**src/prc_pkg.sv**
```systemverilog
// Shared types, constants and helpers for the pre-trade risk check.
`timescale 1ns / 1ps
`default_nettype none
package prc_pkg;

   localparam int MoneyWidth = 64;
   localparam int FracBits   = 16;
   localparam int RegIdxWidth = 3;

   localparam logic signed [MoneyWidth-1:0] MoneyMax = {1'b0, {(MoneyWidth-1){1'b1}}};
   localparam logic signed [MoneyWidth-1:0] MoneyMin = {1'b1, {(MoneyWidth-1){1'b0}}};

   typedef enum logic [1:0] {
      ACT_ORDER = 2'd0,
      ACT_FILL  = 2'd1,
      ACT_RESET = 2'd2,
      ACT_NONE  = 2'd3
   } action_type;

   typedef enum logic [3:0] {
      RSN_NONE     = 4'd0,
      RSN_KILL     = 4'd1,
      RSN_QTY      = 4'd2,
      RSN_NOTIONAL = 4'd3,
      RSN_POSITION = 4'd4,
      RSN_GROSS    = 4'd5,
      RSN_NET      = 4'd6,
      RSN_DAILY    = 4'd7,
      RSN_DRAWDOWN = 4'd8
   } reason_type;

   localparam logic [RegIdxWidth-1:0] REG_KILL     = 3'd0;
   localparam logic [RegIdxWidth-1:0] REG_MAX_QTY  = 3'd1;
   localparam logic [RegIdxWidth-1:0] REG_MAX_NOT  = 3'd2;
   localparam logic [RegIdxWidth-1:0] REG_MAX_POS  = 3'd3;
   localparam logic [RegIdxWidth-1:0] REG_MAX_GRS  = 3'd4;
   localparam logic [RegIdxWidth-1:0] REG_MAX_NET  = 3'd5;
   localparam logic [RegIdxWidth-1:0] REG_MAX_LOSS = 3'd6;
   localparam logic [RegIdxWidth-1:0] REG_MAX_DD   = 3'd7;

   typedef struct packed {
      logic        kill;
      logic [31:0] max_qty;
      logic [61:0] max_notional;
      logic [46:0] max_position;
      logic [61:0] max_gross;
      logic [61:0] max_net;
      logic [61:0] max_loss;
      logic [16:0] max_dd;
   } cfg_type;

   // item as passed from the front end to the back end
   typedef struct packed {
      action_type                   action;
      logic                         is_buy;
      logic [31:0]                  qty;
      logic [39:0]                  price;
      logic signed [47:0]           position;
      logic [61:0]                  gross;
      logic signed [62:0]           net;
      logic signed [62:0]           nav;
   } item_type;

   typedef struct packed {
      logic                         order_pass;
      reason_type                   reason;
      logic                         breach_dd;
      logic                         breach_dl;
      logic [16:0]                  drawdown;
      logic signed [MoneyWidth-1:0] daily_pnl;
   } result_type;

   // saturating add of two values already inside the money range
   function automatic logic signed [MoneyWidth-1:0] sat_add(
      input logic signed [MoneyWidth-1:0] a, input logic signed [MoneyWidth-1:0] b);
      logic signed [MoneyWidth:0] s;
      s = {a[MoneyWidth-1], a} + {b[MoneyWidth-1], b};
      if (s[MoneyWidth] != s[MoneyWidth-1])
         return s[MoneyWidth] ? MoneyMin : MoneyMax;
      return s[MoneyWidth-1:0];
   endfunction

   function automatic logic [MoneyWidth-1:0] mag(input logic signed [MoneyWidth-1:0] v);
      return v[MoneyWidth-1] ? (~v + 64'd1) : v;
   endfunction

endpackage
`default_nettype wire

```
**src/prc_front.sv**
```systemverilog
// Front end: config registers, item capture, price selection, small queue.
`timescale 1ns / 1ps
`default_nettype none
module prc_front import prc_pkg::*; (
   input  wire logic        clock,
   input  wire logic        reset,
   input  wire logic        csr_valid,
   output logic             csr_ready,
   input  wire logic [2:0]  csr_index,
   input  wire logic [63:0] csr_data,
   input  wire logic        in_valid,
   output logic             in_ready,
   input  wire logic [1:0]  in_action,
   input  wire logic        in_is_buy,
   input  wire logic [31:0] in_qty,
   input  wire logic [39:0] in_limit,
   input  wire logic [39:0] in_ref,
   input  wire logic        in_has_ref,
   input  wire logic [47:0] in_pos,
   input  wire logic [61:0] in_gross,
   input  wire logic [62:0] in_net,
   input  wire logic [62:0] in_nav,
   output cfg_type          cfg,
   output logic             q_valid,
   input  wire logic        q_ready,
   output item_type         q_item
);
   localparam int Depth = 2;
   cfg_type  cfg_ff, cfg_in;
   item_type mem_ff [Depth];
   logic     wp_ff, rp_ff;
   logic [1:0] cnt_ff;
   item_type cur;
   logic push, pop;

   assign csr_ready = 1'b1;
   assign cfg = cfg_ff;
   assign in_ready = (cnt_ff != 2'd2);
   assign push = in_valid && in_ready;
   assign pop = q_valid && q_ready;
   assign q_valid = (cnt_ff != 2'd0);
   assign q_item = mem_ff[rp_ff];

   always_comb begin
      cur.action = action_type'(in_action);
      cur.is_buy = in_is_buy;
      cur.qty = in_qty;
      // market order takes the reference price, or zero without one
      if (in_limit != 40'd0) cur.price = in_limit;
      else if (in_has_ref) cur.price = in_ref;
      else cur.price = 40'd0;
      cur.position = in_pos;
      cur.gross = in_gross;
      cur.net = in_net;
      cur.nav = in_nav;
   end

   always_comb begin
      cfg_in = cfg_ff;
      if (csr_valid) begin
         unique case (csr_index)
            REG_KILL:     cfg_in.kill = csr_data[0];
            REG_MAX_QTY:  cfg_in.max_qty = csr_data[31:0];
            REG_MAX_NOT:  cfg_in.max_notional = csr_data[61:0];
            REG_MAX_POS:  cfg_in.max_position = csr_data[46:0];
            REG_MAX_GRS:  cfg_in.max_gross = csr_data[61:0];
            REG_MAX_NET:  cfg_in.max_net = csr_data[61:0];
            REG_MAX_LOSS: cfg_in.max_loss = csr_data[61:0];
            REG_MAX_DD:   cfg_in.max_dd = csr_data[16:0];
            default:      cfg_in = cfg_ff;
         endcase
      end
   end

   always_ff @(posedge clock) begin
      if (reset) begin
         cfg_ff <= '0;
         wp_ff <= 1'b0;
         rp_ff <= 1'b0;
         cnt_ff <= 2'd0;
      end else begin
         cfg_ff <= cfg_in;
         if (push) begin
            mem_ff[wp_ff] <= cur;
            wp_ff <= ~wp_ff;
         end
         if (pop) rp_ff <= ~rp_ff;
         cnt_ff <= cnt_ff + {1'b0, push} - {1'b0, pop};
      end
   end

   assert property (@(posedge clock) disable iff (reset) cnt_ff <= 2'd2)
      else $error("queue overfilled");
   assert property (@(posedge clock) disable iff (reset) (cnt_ff == 2'd2) |-> !push)
      else $error("push into full queue");
   assert property (@(posedge clock) disable iff (reset) (cnt_ff == 2'd0) |-> !pop)
      else $error("pop from empty queue");
endmodule
`default_nettype wire

```
**config.mk**
```make
export PLATFORM = sky130hd
export DESIGN_NAME = prc_front
export DESIGN_NICKNAME = d
export VERILOG_FILES = /design/src/prc_pkg.sv /design/src/prc_front.sv
export SDC_FILE = /design/constraint.sdc
export NUM_CORES = 1
export LEC_CHECK = 0
export BUFFER_PORTS_ARGS = -buffer_cell sky130_fd_sc_hd__buf_2
export CAP_MARGIN = 30
export CORE_AREA = 2 2 424 426
export CTS_CLUSTER_DIAMETER = 100
export DETAILED_ROUTE_END_ITERATION = 8
export DIE_AREA = 0 0 426 428
export SYNTH_ARGS = -nofsm -noshare
export SYNTH_HDL_FRONTEND = slang
export SYNTH_SLANG_ARGS = --single-unit
```
**constraint.sdc**
```tcl
create_clock -name clock -period 32.7 [get_ports clock]
set_input_delay 3.27 -clock clock [delete_from_list [all_inputs] [get_ports clock]]
set_output_delay 3.27 -clock clock [all_outputs]
set_load 0.03 [all_outputs]
```
==> summary.log, run 1 <==
qor: clock_network.clk_latency 730 ps
qor: place.portBuffers 1079
qor: clock_network.clk_pin_slew_worst_paths 60 ps
qor: worst_setup_path.worst-setup-path-type flip-flop to output port
qor: clock_network.htreeDepth 3
qor: synthesis.yosys.cell_types.count 39
qor: synthesis.cell_count_after_synthesis 2664
qor: clock_network.cts_repair_resize_count 0
qor: clock_network.clock_tree.buffer_depth 3
qor: worst_setup_path.timing.critical_path.arrival 4730 ps
qor: flow_run.drv_cap 0
qor: floorplan.initial_utilization 20.1%
qor: sta.final_max_slew_viol_count 0
qor: place.gpl.final_weighted_congestion 0.910
qor: synthesis.synthesis.area_per_instance 13.4 sq um
qor: synthesis.postSynthRegisterBits 972
qor: sta.final.setup.worst_slack 24700 ps
qor: outcome.status complete, no violations
qor: global_routing.wire_length_of_the_first_global_routing_pass 178 mm
qor: worst_setup_path.longest_individual_stage_delay_on_the_worst_path 880 ps
qor: route.drcViolationCount 0
qor: sta.slew-limit-headroom 37.1%
qor: synthesis.post_synthesis_cell_area 0.0357 sq mm
qor: route.route.vias.total 25900
qor: synthesis.cell_type_with_the_highest_aggregate_area_in_the_netlist edfxtp_1
qor: sta.finalHoldViolations 0
qor: synthesis.synth_top_cells_by_area edfxtp_1 52%, dfxtp_1 20%, mux2_2 9.8%
qor: route.dr.first_iter.drc_count 2042
qor: clock_network.postCtsSetupRepairBufs 0
qor: floorplan.floorplan.die_area 0.182 sq mm
qor: finish.area_of_the_multi_input_gates 0.00914 sq mm
qor: place.pre_cts_slack 24830 ps
qor: sta.transition_at_the_pin_with_the_smallest_max_transition_slack 934 ps
qor: global_routing.track_usage 13.4%
qor: sta.layout_min_cycle_time 8000 ps
qor: synthesis.synth.yosys.warnings 0
qor: power_and_ir_drop.power_density 70.9 mW/mm^2
qor: power_and_ir_drop.leakagePower 17.7 nW
qor: floorplan.number_of_placed_i_o_pins 1083
qor: floorplan.die_y 428 um
qor: worst_setup_path.setup.worst_path.end_class output port
qor: finish.finalNetCount 4138
qor: finish.layout-drive-gt1-share 43.4%
qor: finish.seqCellArea 0.0257 sq mm
qor: clock_network.cts.sink_count 972
qor: sta.finalCritPeriodShare 24.5%
qor: global_routing.use_met2 22.2%
qor: clock_network.cts_hold_buf 0
qor: sta.setup_tns 0 ps
qor: place.detailedPlacementHpwl 95.9 mm
qor: worst_setup_path.cpMostUsedCell buf_4
qor: route.vias_per_cell 4.18
qor: worst_setup_path.critical_path.max_fanout 148
qor: sta.setup_viol 0
qor: sta.clk_skew 54.2 ps
qor: synthesis.synthDominantCellAreaShare 52.3%
qor: finish.area_growth_syn_to_layout 32.3%
qor: route.drt_first_pass_iters 8
qor: floorplan.core.rowCount 155
qor: synthesis.synth_nets 3090
qor: sta.achievable-frequency 125 MHz
qor: route.detail-route-antenna-nets 0
qor: worst_setup_path.start_kind flip-flop
qor: clock_network.cts_root_buf clkbuf_16
qor: min_path.hold_wc_path_type flip-flop to flip-flop
qor: global_routing.grt_overflow_total 0
qor: worst_setup_path.critical_path_required 29430 ps
qor: finish.fillCellCount 18600
qor: clock_network.cts_made_buffers 103
qor: global_routing.largest_net_degree_at_the_start_of_global_routing 149
qor: route.postRouteWirelength 128 mm
qor: power_and_ir_drop.vdd_drop_max 0.0471 mV
qor: worst_setup_path.path_cells buf_4, buf_4, buf_12, mux2_2, buf_2
qor: floorplan.core_area 0.178 sq mm
qor: sta.grt_setup_unrepaired no
qor: floorplan.die_x 426 um
qor: clock_network.tritoncts built
qor: global_routing.grt_pass1_vias 24500
qor: synthesis.synth_seq_area_share 72.0%
qor: global_routing.globalRoute.busiestLayer met2
qor: route.drt-wirelength-per-cell 20.8 um
qor: global_routing.global_route.usage.met1 14.7%
qor: global_routing.grt_antenna_before_repair 61
qor: sta.hold_slack 449 ps
qor: finish.postLayoutCoreUtil 26.6%
qor: global_routing.gr-usage-met3 5.54%
qor: worst_setup_path.cpMaxStageDelayCell dfxtp_4
per-layer routing:
| metal | share of wire, % | wire length [um] |
|---|---|---|
| met5 | 0.24 | 305 |
| met4 | 4.8 | 6140 |
| met3 | 11 | 14500 |
| met2 | 48 | 61700 |
| met1 | 36 | 45800 |
power breakdown:
| group | leakage (nW) | internal (mW) | switching (mW) |
|---|---|---|---|
| registers | 8.53 | 1.39 | 0.0289 |
| logic | 7.51 | 0.239 | 0.524 |
| clock network | 1.68 | 0.667 | 0.498 |
| total | 17.7 | 2.30 | 1.05 |
final timing paths:
| check | from | endpoint | slack [ps] | cells past startpoint |
|---|---|---|---|---|
| max | flip-flop | q_item[2] | 24700 | 5 |
| min | cfg[326] | cfg[326] | 450 | 2 |
| max reg2reg | cnt_ff[1] | mem_ff[0][270] | 27610 | 9 |
| min reg2reg | cfg[326] | cfg[326] | 450 | 2 |
layout make-up:
type                    instances  share of cell area (%)
clock buffers                 146                    6.18
diodes                         37                   0.196
clock inverters                46                    1.05
repair buffers               1118                    12.2
inverters                      43                   0.342
flip-flops and latches        972                    54.4
multi-input cells            1474                    19.4
well taps                    2355                    6.24
synth_stat cells:
master and count:
nand2_1 690, edfxtp_1 622, dfxtp_1 350, a21oi_1 345, mux2_2 311, clkbuf_1 84, buf_2 76, inv_1 43
nand3_1 41, o41ai_2 40, buf_1 7, nor4_1 7, nor2_1 5, buf_4 4, buf_6 4, and4b_1 3
nand4b_1 3, nand4bb_1 3, nor3_1 3, and4bb_1 2, ha_1 2, nor2b_1 2, and2_1 1, and4_1 1
conb_1 1, mux2i_1 1, nand4_1 1, nand4_2 1, nor3b_1 1, nor4_2 1, nor4b_1 1, nor4b_2 1
nor4bb_1 1, o21a_1 1, o21ai_0 1, or2_2 1, or3_1 1, xnor2_1 1, xor2_1 1
registers in the layout, summed over array words and instances, names as in the netlist, named ones only:
name and count:
wp_ff 1, cfg 345, rp_ff 1, cnt_ff 2, mem_ff 622
placed cells by master (no fill, tap or decap), types with 3 or more instances in the layout:
cell type / Yosys / final
clkinv_16: 0 / 4
a21oi_1: 345 / 345
o41ai_2: 40 / 40
clkbuf_2: 0 / 4
nor4_1: 7 / 7
dfxtp_1: 350 / 349
clkinv_2: 0 / 19
clkinvlp_4: 0 / 3
nor2_1: 5 / 4
clkbuf_8: 0 / 11
mux2_2: 311 / 311
edfxtp_1: 622 / 622
and4b_2: 0 / 3
inv_1: 43 / 43
diode_2: 0 / 37
clkinv_1: 0 / 8
bufinv_16: 0 / 5
buf_4: 4 / 34
nand3_1: 41 / 40
buf_2: 76 / 1078
nand2_1: 690 / 689
clkbuf_16: 0 / 106
clkbuf_1: 84 / 25
buf_12: 0 / 3
nand4b_1: 3 / 3
critical path, delay by kind of cell, from the launching register on:
family | cells | cell delay, ps
buffers and inverters | 4 | 2330
multiplexers | 1 | 510
flip-flops | 1 | 880
through the flow:
stage	power, mW	instance area [sq um]	cells
finish	3.35	47200	6191
global route	3.46	47200	6178
CTS	3.38	47100	6153
detailed placement	2.21	43700	5961
global placement	2.21	43600	5958
floorplan	2.00	35700	2664
kinds of logic (layout without fill, tap and decap cells):
kind of cell	Yosys count	after routing	share of synthesized area (%)
flip-flops	972	972	72.0
multiplexers	312	312	9.84
other	1	38	0.0105
XOR/XNOR	2	2	0.0491
adder cells (fa/ha/maj)	2	2	0.0701
AND/OR/NAND/NOR	770	770	8.69
AO/OA/AOI/OAI	387	387	6.70
buffers and inverters	218	1353	2.69
Power figures use the tool's default switching activity.
==> run 2, diff against run 1 <==
ABC_AREA = 1   (was unset)
CORE_AREA = 2 2 422 424   (was 2 2 424 426)
DIE_AREA = 0 0 424 426   (was 0 0 426 428)
clock period = 7.5 ns   (was 32.7 ns; I/O delays follow)
==> summary.log, run 2 <==
qor: outcome.status complete, no violations
qor: sta.setup_viol 0
qor: flow_run.drv_cap 0
qor: synthesis.dominantRegCellSynth edfxtp_1
qor: route.dr.first_iter.drc_count 1711
qor: synthesis.synthTopCellsByCount 788 x nand2_1, 622 x edfxtp_1, 350 x dfxtp_1
qor: sta.transition_at_the_pin_with_the_smallest_max_transition_slack 1100 ps
qor: route.top_layer met5
qor: clock_network.cts_hold_buf 0
qor: sta.finalHoldViolations 0
qor: floorplan.initial_utilization 20.1%
qor: worst_setup_path.crit_path_end q_item[294]
qor: floorplan.number_of_placed_i_o_pins 1083
qor: power_and_ir_drop.p_switching 4.32 mW
qor: place.detailedPlacementHpwl 90.3 mm
qor: synthesis.synthArstFlopShare 0%
qor: global_routing.grt_pass1_vias 24600
qor: sta.hold_slack 190 ps
qor: finish.largest_reg_flops 622
qor: worst_setup_path.critical_path_required 6750 ps
qor: route.wl_met2 65.5 mm
qor: synthesis.synth_nets 3184
qor: clock_network.tritoncts built
qor: worst_setup_path.timing.rr.end mem_ff[1][269]
qor: place.gpl.final_weighted_congestion 0.887
qor: clock_network.cts_repair_resize_count 0
qor: finish.leading_cell_type_in_the_layout_fill_and_taps_excluded buf_2
qor: place.portBuffers 1079
qor: floorplan.die_x 424 um
qor: worst_setup_path.cp_num_cells 4
qor: global_routing.largest_net_degree_at_the_start_of_global_routing 144
qor: sta.grt_setup_unrepaired no
qor: finish.stdcell_area 0.0469 sq mm
qor: worst_setup_path.timing.critical_path.max_delay_family buffers and inverters
qor: sta.finalCritPeriodShare 53.2%
qor: global_routing.wire_length_of_the_first_global_routing_pass 173 mm
qor: power_and_ir_drop.power.share.sequential 43.1%
qor: power_and_ir_drop.power.switching_fraction 30.3%
qor: synthesis.yosys.cell_types.count 23
qor: clock_network.cts_made_buffers 105
qor: sta.achievable-frequency 250 MHz
qor: min_path.hold_wc_path_type input port to flip-flop
qor: worst_setup_path.ff_to_ff_start cnt_ff[0]
qor: worst_setup_path.worst-setup-path-type flip-flop to output port
qor: finish.postLayoutCoreUtil 26.7%
qor: worst_setup_path.path_cells buf_4, buf_4, mux2_2, buf_2
qor: power_and_ir_drop.combinational_group_share_of_total_power 20.4%
qor: global_routing.grt_antenna_before_repair 37
qor: floorplan.core_area 0.176 sq mm
qor: worst_setup_path.reg2reg_slack 4950 ps
qor: synthesis.synth_top_cells_by_area edfxtp_1 53%, dfxtp_1 20%, mux2_2 9.9%
qor: power_and_ir_drop.pwr-share-clk 36.5%
qor: route.drt_first_pass_iters 6
qor: worst_setup_path.critical_path.max_fanout 62
qor: sta.clk_skew 40.2 ps
qor: sta.final_max_slew_viol_count 0
qor: worst_setup_path.timing.critical_path.arrival 3240 ps
qor: synthesis.yosysMostFrequentCell nand2_1
qor: finish.layout-drive-gt1-share 40.8%
qor: worst_setup_path.worst-r2r-cell-count 6
qor: floorplan.core.rowCount 154
qor: worst_setup_path.setup.worst_path.end_class output port
qor: route.vias_per_cell 4.04
qor: finish.fillCellCount 18400
qor: finish.finalNetCount 4245
qor: clock_network.cts.sink_count 972
qor: power_and_ir_drop.power_density 304 mW/mm^2
qor: finish.area_growth_syn_to_layout 32.7%
qor: sta.setup_tns 0 ps
qor: route.detail-route-antenna-nets 0
qor: synthesis.cell_count_after_synthesis 2758
qor: power_and_ir_drop.vdd_drop_max 0.208 mV
qor: worst_setup_path.longest_individual_stage_delay_on_the_worst_path 740 ps
qor: worst_setup_path.worst-path-buf-inv 3
qor: global_routing.track_usage 13.1%
qor: worst_setup_path.start_kind flip-flop
qor: synthesis.postSynthRegisterBits 972
qor: route.route.vias.total 25300
qor: route.wl_met3 11.0 mm
qor: synthesis.synthDominantCellAreaShare 52.8%
qor: clock_network.clk_latency 720 ps
qor: place.placed_area 0.0434 sq mm
qor: clock_network.clock_tree.buffer_depth 3
qor: clock_network.cts_root_buf clkbuf_16
qor: synthesis.edff_count_synth 622
qor: clock_network.htreeDepth 3
qor: route.postRouteWirelength 125 mm
qor: synthesis.synthesis.area_per_instance 12.8 sq um
qor: power_and_ir_drop.p_int 9.93 mW
qor: synthesis.post_synthesis_cell_area 0.0354 sq mm
qor: sta.slew-limit-headroom 26.9%
qor: synthesis.cell_type_with_the_highest_aggregate_area_in_the_netlist edfxtp_1
qor: floorplan.die_y 426 um
qor: sta.layout_min_cycle_time 3990 ps
qor: synthesis.synth.yosys.warnings 0
qor: route.drcViolationCount 0
qor: clock_network.postCtsSetupRepairBufs 0
qor: worst_setup_path.cpMaxStageDelayCell buf_4
qor: finish.layout.cells.most_common_list 1078 x buf_2, 786 x nand2_1, 622 x edfxtp_1
qor: global_routing.grt_overflow_total 0
qor: clock_network.clk_pin_slew_worst_paths 60 ps
qor: power_and_ir_drop.leakagePower 18.2 nW
qor: route.drt-wirelength-per-cell 20.0 um
qor: worst_setup_path.cpMostUsedCell buf_4
qor: synthesis.synth_seq_area_share 72.6%
qor: route.drt-met1-wl 43.1 mm
qor: finish.registers.top_by_ff_count mem_ff
qor: floorplan.floorplan.die_area 0.181 sq mm
run 2: changes by cell type in the layout (fill, tap and decap cells not counted), sizes merged, moves of 3 or more:
cell and delta:
nand4bb -3, buf -10, nand2 +100, clkinv +6, a21oi +3, nor4 -8
o41ai -40, and4b -3, diode -15, nor2 +27, clkbuf -6, nand4b -3
inv +62
run 2: metrics by stage:
| step | instances | power [mW] | setup slack [ps] |
|---|---|---|---|
| finish | 6271 | 14.3 | 3510 |
| global route | 6263 | 14.8 | 3220 |
| CTS | 6249 | 14.5 | 3290 |
| detailed placement | 6052 | 9.21 | 4150 |
| global placement | 6052 | 9.19 | 4140 |
| floorplan | 2758 | 8.21 | -1330 |
run 2: routing by layer:
metal | global-route usage, % | up-vias
li1 | - | 11700
met1 | 13.5 | 12200
met2 | 23.5 | 1117
met4 | 6.93 | 16
met5 | 0 | -
met3 | 4.23 | 256
run 2: power by group through the flow:
stage | sequential, mW | combinational [mW] | clock [mW]
finish | 6.14 | 2.90 | 5.20
global route | 6.17 | 3.05 | 5.57
CTS | 6.15 | 2.96 | 5.35
detailed placement | 6.26 | 2.95 | 0
global placement | 6.24 | 2.95 | 0
floorplan | 6.36 | 1.85 | 0
run 2: area by class of cell:
type | instances | area [sq um] | area share [%]
clock inverter | 57 | 582 | 1.24
antenna | 22 | 55.1 | 0.117
tap | 2340 | 2930 | 6.24
sequential | 972 | 25700 | 54.7
inverter | 99 | 372 | 0.792
clock buffer | 140 | 2910 | 6.21
timing repair buffer | 1108 | 5720 | 12.2
multi-input combinational | 1533 | 8680 | 18.5
run 2: worst min path at each step:
stage / startpoint / to / slack (ps) / depth (start not counted)
after floorplan: wp_ff / wp_ff / 440 / 2
final: in_qty[1] / mem_ff[0][277] / 190 / 1
after CTS: in_pos[4] / mem_ff[1][192] / 100 / 1
after global placement: cfg[273] / cfg[273] / 450 / 2
after global routing: in_qty[15] / mem_ff[1][291] / 120 / 1
after detailed placement: cfg[287] / cfg[287] / 450 / 2
run 2: logic make-up after synthesis:
group	synth area share (%)
muxes	9.90
AOI/OAI and AO/OA	4.92
xor gates and xnor gates	0.0248
and+or+nand+nor	9.47
adders and majority gates	0.0707
other	0.0106
buffers and inverters	2.99
DFF	72.6
==> run 3, diff against run 2 <==
clock period = 3.3 ns   (was 7.5 ns; I/O delays follow)
==> summary.log, run 3 (synthesis results as in run 2) <==
qor: route.dr.first_iter.drc_count 1718
qor: clock_network.cts.sink_count 972
qor: floorplan.number_of_placed_i_o_pins 1083
qor: finish.number_of_standard_cells_in_the_final_layout_excluding_fillers 6697
qor: floorplan.core.rowCount 154
qor: power_and_ir_drop.pwr-share-clk 35.8%
qor: finish.stdcell_area 0.0513 sq mm
qor: clock_network.clk_latency 730 ps
qor: finish.layout.cells.most_common_list 1078 x buf_2, 784 x nand2_1, 622 x edfxtp_1
qor: route.vias_per_cell 4.05
qor: route.drt_first_pass_iters 5
qor: sta.setup_tns 0 ps
qor: floorplan.die_y 426 um
qor: flow_run.drv_cap 0
qor: clock_network.tritoncts built
qor: worst_setup_path.critical_path.max_fanout 35
qor: place.placed_area 0.0437 sq mm
qor: power_and_ir_drop.p_int 23.0 mW
qor: worst_setup_path.setup.worst_path.end_class output port
qor: place.detailedPlacementHpwl 93.0 mm
qor: place.number_of_placed_instances_with_taps_included 6077
qor: place.pre_cts_slack 1100 ps
qor: clock_network.htreeDepth 3
qor: min_path.hold_path.startpoint csr_data[2]
qor: clock_network.cts_root_buf clkbuf_16
qor: sta.final.setup.worst_slack 432 ps
qor: clock_network.cts_made_buffers 103
qor: power_and_ir_drop.power_density 642 mW/mm^2
qor: min_path.hold_wc_path_type input port to flip-flop
qor: worst_setup_path.worst-setup-path-type flip-flop to output port
qor: worst_setup_path.start_kind flip-flop
qor: finish.finalNetCount 4673
qor: sta.clk_skew 30.4 ps
qor: floorplan.floorplan.die_area 0.181 sq mm
qor: sta.layout_min_cycle_time 2870 ps
qor: power_and_ir_drop.vdd_drop_max 0.439 mV
qor: finish.fillCellCount 18000
qor: route.detail-route-antenna-nets 0
qor: route.drt-wirelength-per-cell 19.4 um
qor: sta.setup_viol 0
qor: power_and_ir_drop.power.share.sequential 42.5%
qor: sta.hold_slack 58.8 ps
qor: worst_setup_path.timing.critical_path.arrival 2540 ps
qor: clock_network.clk_pin_slew_worst_paths 60 ps
qor: finish.leading_cell_type_in_the_layout_fill_and_taps_excluded buf_2
qor: route.route.vias.total 27100
qor: power_and_ir_drop.combinational_group_share_of_total_power 21.7%
qor: finish.area_of_the_multi_input_gates 0.00870 sq mm
qor: route.postRouteWirelength 130 mm
qor: floorplan.die_x 424 um
qor: global_routing.grt_overflow_total 0
qor: route.drcViolationCount 0
qor: sta.finalHoldViolations 0
qor: sta.transition_at_the_pin_with_the_smallest_max_transition_slack 937 ps
qor: floorplan.core_area 0.176 sq mm
qor: global_routing.track_usage 13.5%
qor: global_routing.largest_net_degree_at_the_start_of_global_routing 137
qor: worst_setup_path.ff_to_ff_start cnt_ff[0]
qor: place.portBuffers 1079
qor: power_and_ir_drop.power.total 32.9 mW
qor: global_routing.grt_antenna_before_repair 16
qor: clock_network.cts_repair_resize_count 0
qor: finish.postLayoutCoreUtil 29.2%
qor: power_and_ir_drop.leakagePower 20.0 nW
qor: power_and_ir_drop.p_switching 9.93 mW
qor: worst_setup_path.critical_path_required 2970 ps
qor: outcome.status complete, no violations
qor: finish.largest_reg_flops 622
qor: sta.finalCritPeriodShare 86.9%
qor: global_routing.grt_pass1_vias 27000
qor: global_routing.wire_length_of_the_first_global_routing_pass 181 mm
qor: sta.slew-limit-headroom 37.5%
qor: sta.final_max_slew_viol_count 0
qor: finish.seqCellArea 0.0257 sq mm
qor: floorplan.initial_utilization 20.1%
qor: sta.grt_setup_unrepaired no
qor: clock_network.clock_tree.buffer_depth 3
qor: finish.area_growth_syn_to_layout 45.1%
qor: finish.layout-drive-gt1-share 37.6%
qor: place.gpl.final_weighted_congestion 0.876
qor: sta.achievable-frequency 349 MHz
qor: power_and_ir_drop.power.switching_fraction 30.2%
qor: finish.registers.top_by_ff_count mem_ff
-- run 3: layout make-up --
cell class	count	area share, %
Antenna cell	22	0.107
Clock buffer	130	5.37
Clock inverter	63	1.41
Inverter	99	0.724
Multi-Input combinational cell	1533	16.9
Sequential cell	972	50.0
Tap cell	2340	5.70
Timing Repair Buffer	1538	19.7
-- run 3: what timing repair did --
action,in CTS,in global routing
endpoints found under the hold margin,926,0
hold buffers,405,0
setup buffers,0,0
-- run 3: worst paths after layout --
check,endpoint,slack (ps),depth (start not counted)
hold / removal,cfg[81],60,3
setup reg to reg,mem_ff[1][65],1480,6
setup / recovery,q_item[62],430,3
hold reg to reg,cfg[303],460,2
-- run 3: worst max-delay path, cell delays in order, from the launching register on --
cell and delay, ps:
dfxtp_4 620, buf_4 520, mux2_2 400, buf_2 210
-- run 3: power groups by stage --
stage          combinational, mW  sequential (mW)  clock, mW
6_report                    7.15             14.0       11.8
5_1_grt                     7.48             14.0       12.6
4_1_cts                     7.26             14.0       12.1
3_5_place_dp                6.81             14.2          0
3_3_place_gp                6.79             14.2          0
2_1_floorplan               4.22             14.5          0
-- run 3: layer usage --
layer	global-route usage (%)	wire (um)	vias up
li1	-	-	12500
met1	14.0	46000	13200
met2	25.3	69300	1115
met3	3.77	9620	216
met4	6.02	4840	0
met5	0	0	-
